[src/rtl/iamd_pkg.sv]
// Package for the integer ALU: operation codes, widths, queue entry type.
// No dependencies.
package iamd_pkg;
   localparam int DataWidth = 32;
   localparam int QueueDepth = 2;
   localparam int DivStages = 32;

   typedef enum logic [2:0] {
      OP_ADD = 3'd0, OP_SUB = 3'd1, OP_MUL_LO = 3'd2, OP_MUL_HS = 3'd3,
      OP_MUL_HU = 3'd4, OP_DIV = 3'd5, OP_MOD = 3'd6, OP_NONE = 3'd7
   } op_type;

   typedef struct packed {
      logic [2:0]  op;
      logic [31:0] a;
      logic [31:0] b;
   } entry_type;
endpackage

[src/rtl/iamd_front.sv]
// Front part: accepts requests into a small queue.
// Depends on iamd_pkg.
module iamd_front import iamd_pkg::*; (
   input  logic        clock,
   input  logic        reset,
   input  logic        req_valid,
   output logic        req_ready,
   input  logic [2:0]  req_type,
   input  logic [31:0] operand_a,
   input  logic [31:0] operand_b,
   output logic        q_valid,
   input  logic        q_ready,
   output entry_type   q_entry
);
   entry_type  mem_ff [QueueDepth];
   logic       wp_ff, wp_in, rp_ff, rp_in;
   logic [1:0] cnt_ff, cnt_in;
   logic       push, pop;

   assign req_ready = (cnt_ff != 2'(QueueDepth));
   assign q_valid   = (cnt_ff != 2'd0);
   assign q_entry   = mem_ff[rp_ff];
   assign push = req_valid && req_ready;
   assign pop  = q_valid && q_ready;
   assign wp_in  = push ? ~wp_ff : wp_ff;
   assign rp_in  = pop ? ~rp_ff : rp_ff;
   assign cnt_in = cnt_ff + {1'b0, push} - {1'b0, pop};

   always_ff @(posedge clock) begin
      if (reset) begin
         wp_ff <= 1'b0;
         rp_ff <= 1'b0;
         cnt_ff <= 2'd0;
      end else begin
         wp_ff <= wp_in;
         rp_ff <= rp_in;
         cnt_ff <= cnt_in;
      end
      if (push) mem_ff[wp_ff] <= '{op: req_type, a: operand_a, b: operand_b};
   end
endmodule

[config.mk]
export PLATFORM = sky130hd
export DESIGN_NAME = iamd_front
export DESIGN_NICKNAME = d
export VERILOG_FILES = /design/src/rtl/iamd_pkg.sv /design/src/rtl/iamd_front.sv
export SDC_FILE = /design/constraint.sdc
export NUM_CORES = 1
export LEC_CHECK = 0
export BUFFER_PORTS_ARGS = -buffer_cell sky130_fd_sc_hd__buf_2
export CAP_MARGIN = 20
export CORE_MARGIN = 4
export CORE_UTILIZATION = 30
export CTS_BUF_LIST = sky130_fd_sc_hd__clkbuf_8
export CTS_CLUSTER_DIAMETER = 60
export DETAILED_ROUTE_END_ITERATION = 7
export GPL_ROUTABILITY_DRIVEN = 0
export SLEW_MARGIN = 25
export SYNTH_ARGS = -nofsm -noshare
export SYNTH_HDL_FRONTEND = slang
export SYNTH_SLANG_ARGS = --single-unit
[constraint.sdc]
create_clock -name clock -period 5.2 [get_ports clock]
set_clock_uncertainty 0.05 [all_clocks]
set_input_delay 1.56 -clock clock [delete_from_list [all_inputs] [get_ports clock]]
set_output_delay 1.56 -clock clock [all_outputs]
set_load 0.1 [all_outputs]
==> summary.txt <==
MaxCap Viol Count -> 0
Vias per cell -> 4.25
Setup Viol. Count Final -> 0
Worst-margin pin slew -> 0.973 ns
First-pass GRT wire length -> 15.1 mm
CP Capture Type -> output pin
Dominant synthesized flop cell -> edfxtp_1
DR vias -> 2625
Die width -> 139 um
Final Hold Viols -> 0
Fin. max-slew vios -> 0
Worst path arrival time -> 2.17 ns
Relative slew slack -> 35.2%
CTS Sinks -> 139
Post-CTS Repair Setup Buffers -> 0
Post-DP Area -> 6150 um2
Die footprint -> 19400 um2
Sequential fraction of the synthesis area -> 79.7%
Worst R2R Start -> cnt_ff[0]$_SDFF_PP0_
Fin nets -> 458
Design Area, Final -> 6540 um2
Routed len/inst -> 15.5 um
Total Routing Usage GR -> 10.1%
Worst-path cell chain -> buf_12 > mux2_2 > buf_2
Number of synthesized flops with an enable pin -> 134
Antenna violations before repair -> 1
Synthesized instance count -> 232
Status -> complete, no violations
Routed WL -> 9.59 mm
Synth cell count leaders -> edfxtp_1 (134), mux2_2 (38), mux2_4 (30)
Initial Util -> 30.9%
Hold buffer count at cts -> 0
Synth top area share -> 77.8%
Ys Warns -> 0
Area contributors post-synth -> edfxtp_1 (78%), mux2_4 (8.7%), mux2_2 (8.3%), dfxtp_1 (1.9%), buf_6 (0.65%)
Syn nets -> 305
Syn Area/Cell -> 22.3 um2
Post-Synthesis Cell Area -> 5170 um2
HPWL Detailed -> 6.27 mm
CTS max path bufs -> 2
CTS Buf Count -> 17
Max stage delay on crit path -> 0.76 ns
CP Launch Type -> register
Share of layout cells above drive strength 1 -> 60.8%
CTS Root Cell -> clkbuf_8
Pre-antenna DRT Iters -> 4
Rows -> 47
Reg clk slew, reported paths -> 0.08 ns
DRC viols -> 0
I/O pin count -> 140
Vias in the first global route -> 2891
Hold_sp -> rp_ff$_SDFFE_PP0P_
Final ANT Viol Nets -> 0
Post-CTS sizing -> 0
Crit Path Class -> reg2out
Largest net degree at the start of global routing -> 68
RSZ-0062 raised after global routing -> no
Worst-Skew Late Latency -> 0.43 ns
Die Ht -> 139 um
Required time of the critical path -> 3.59 ns
Fmax -> 264 MHz
Initial DRC Count -> 117
FFs w/ async S/R, synth -> 0%
Cell taking the most area after synthesis -> edfxtp_1
Tightest Hold Check Type -> reg2reg
Final min period -> 3.78 ns
Synth unique cells -> 18
TNS Setup -> 0 ns
Port bufs -> 139
Core area -> 16800 um2
CTS tree -> done
CP max FO -> 42
Tcrit/Tclk final -> 72.7%
Most common cell in the netlist -> edfxtp_1
Diode count -> 0
CTS HTree Levels -> 4
Register bit total from synthesis -> 139
Global route overflow -> 0
Reg2Reg Setup Slack -> 3.07 ns
Worst path slowest cell -> dfxtp_4
Syn-to-layout area delta -> 26.4%
path summary, 6_finish.rpt:
path,depth (start not counted),to
worst max-delay path,3,q_entry[2]
worst min-delay path,2,rp_ff$_SDFFE_PP0P_
worst max register to register,4,mem_ff[0][57]$_DFFE_PP_
worst min register to register,2,rp_ff$_SDFFE_PP0P_
metal layers:
layer / up-vias / global-route usage (%) / part of all wire (%)
li1: 1219 / - / -
met1: 1300 / 11.1 / 41
met2: 90 / 16.7 / 50
met3: 14 / 4.77 / 7.4
met4: 2 / 4.33 / 1.6
met5: - / 0 / 0.14
sequential cells by signal (all words and copies together) (netlist names), named ones only:
register and flops:
wp_ff 1, cnt_ff 2, mem_ff 134, rp_ff 1
through the flow:
step / cells / setup WS [ns] / utilization [%] / hold WS (ns)
final: 618 / 1.42 / 39.0 / 0.477
after global routing: 618 / 1.26 / 39.0 / 0.524
after CTS: 618 / 1.30 / 39.0 / 0.481
after detailed placement: 586 / 1.82 / 36.7 / 0.454
after global placement: 585 / 1.70 / 36.6 / 0.443
after floorplan: 232 / 0.164 / - / 0.431
cell type report:
cell class / count / area (um2)
fill: 1575 / 10200
sequential: 139 / 4130
multi-input combinational: 85 / 1000
timing repair buffer: 141 / 736
tap: 220 / 275
clock buffer: 17 / 234
clock inverter: 15 / 159
inverter: 1 / 3.75
cells by family after synthesis:
logic type	count (synthesis)	share of synthesized area, %
compound gates	1	0.145
xor+xnor	3	0.508
fa+ha+maj	2	0.483
buf+inv	8	1.16
flops	139	79.7
mux	68	17.0
simple gates	11	1.04
placed cells by master (no fill, tap or decap), drive strengths merged:
| cell | n |
|---|---|
| nand2b | 1 |
| clkinvlp | 2 |
| nor2b | 2 |
| clkinv | 8 |
| and3 | 1 |
| dfxtp | 5 |
| nor2 | 5 |
| clkbuf | 17 |
| nand2 | 1 |
| inv | 3 |
| bufinv | 3 |
| xnor2 | 2 |
| or2 | 1 |
| buf | 141 |
| edfxtp | 134 |
| xor2 | 1 |
| ha | 2 |
| o21a | 1 |
| mux2 | 68 |
critical path, delay by kind of cell (launching register included):
family	cells	cell delay, ns
buf+inv	2	0.60
flops	1	0.76
mux	1	0.38
Power is left out: the tool's default activity adds up to more than one toggle a clock period on the data nets, which glitch-free logic cannot reach.
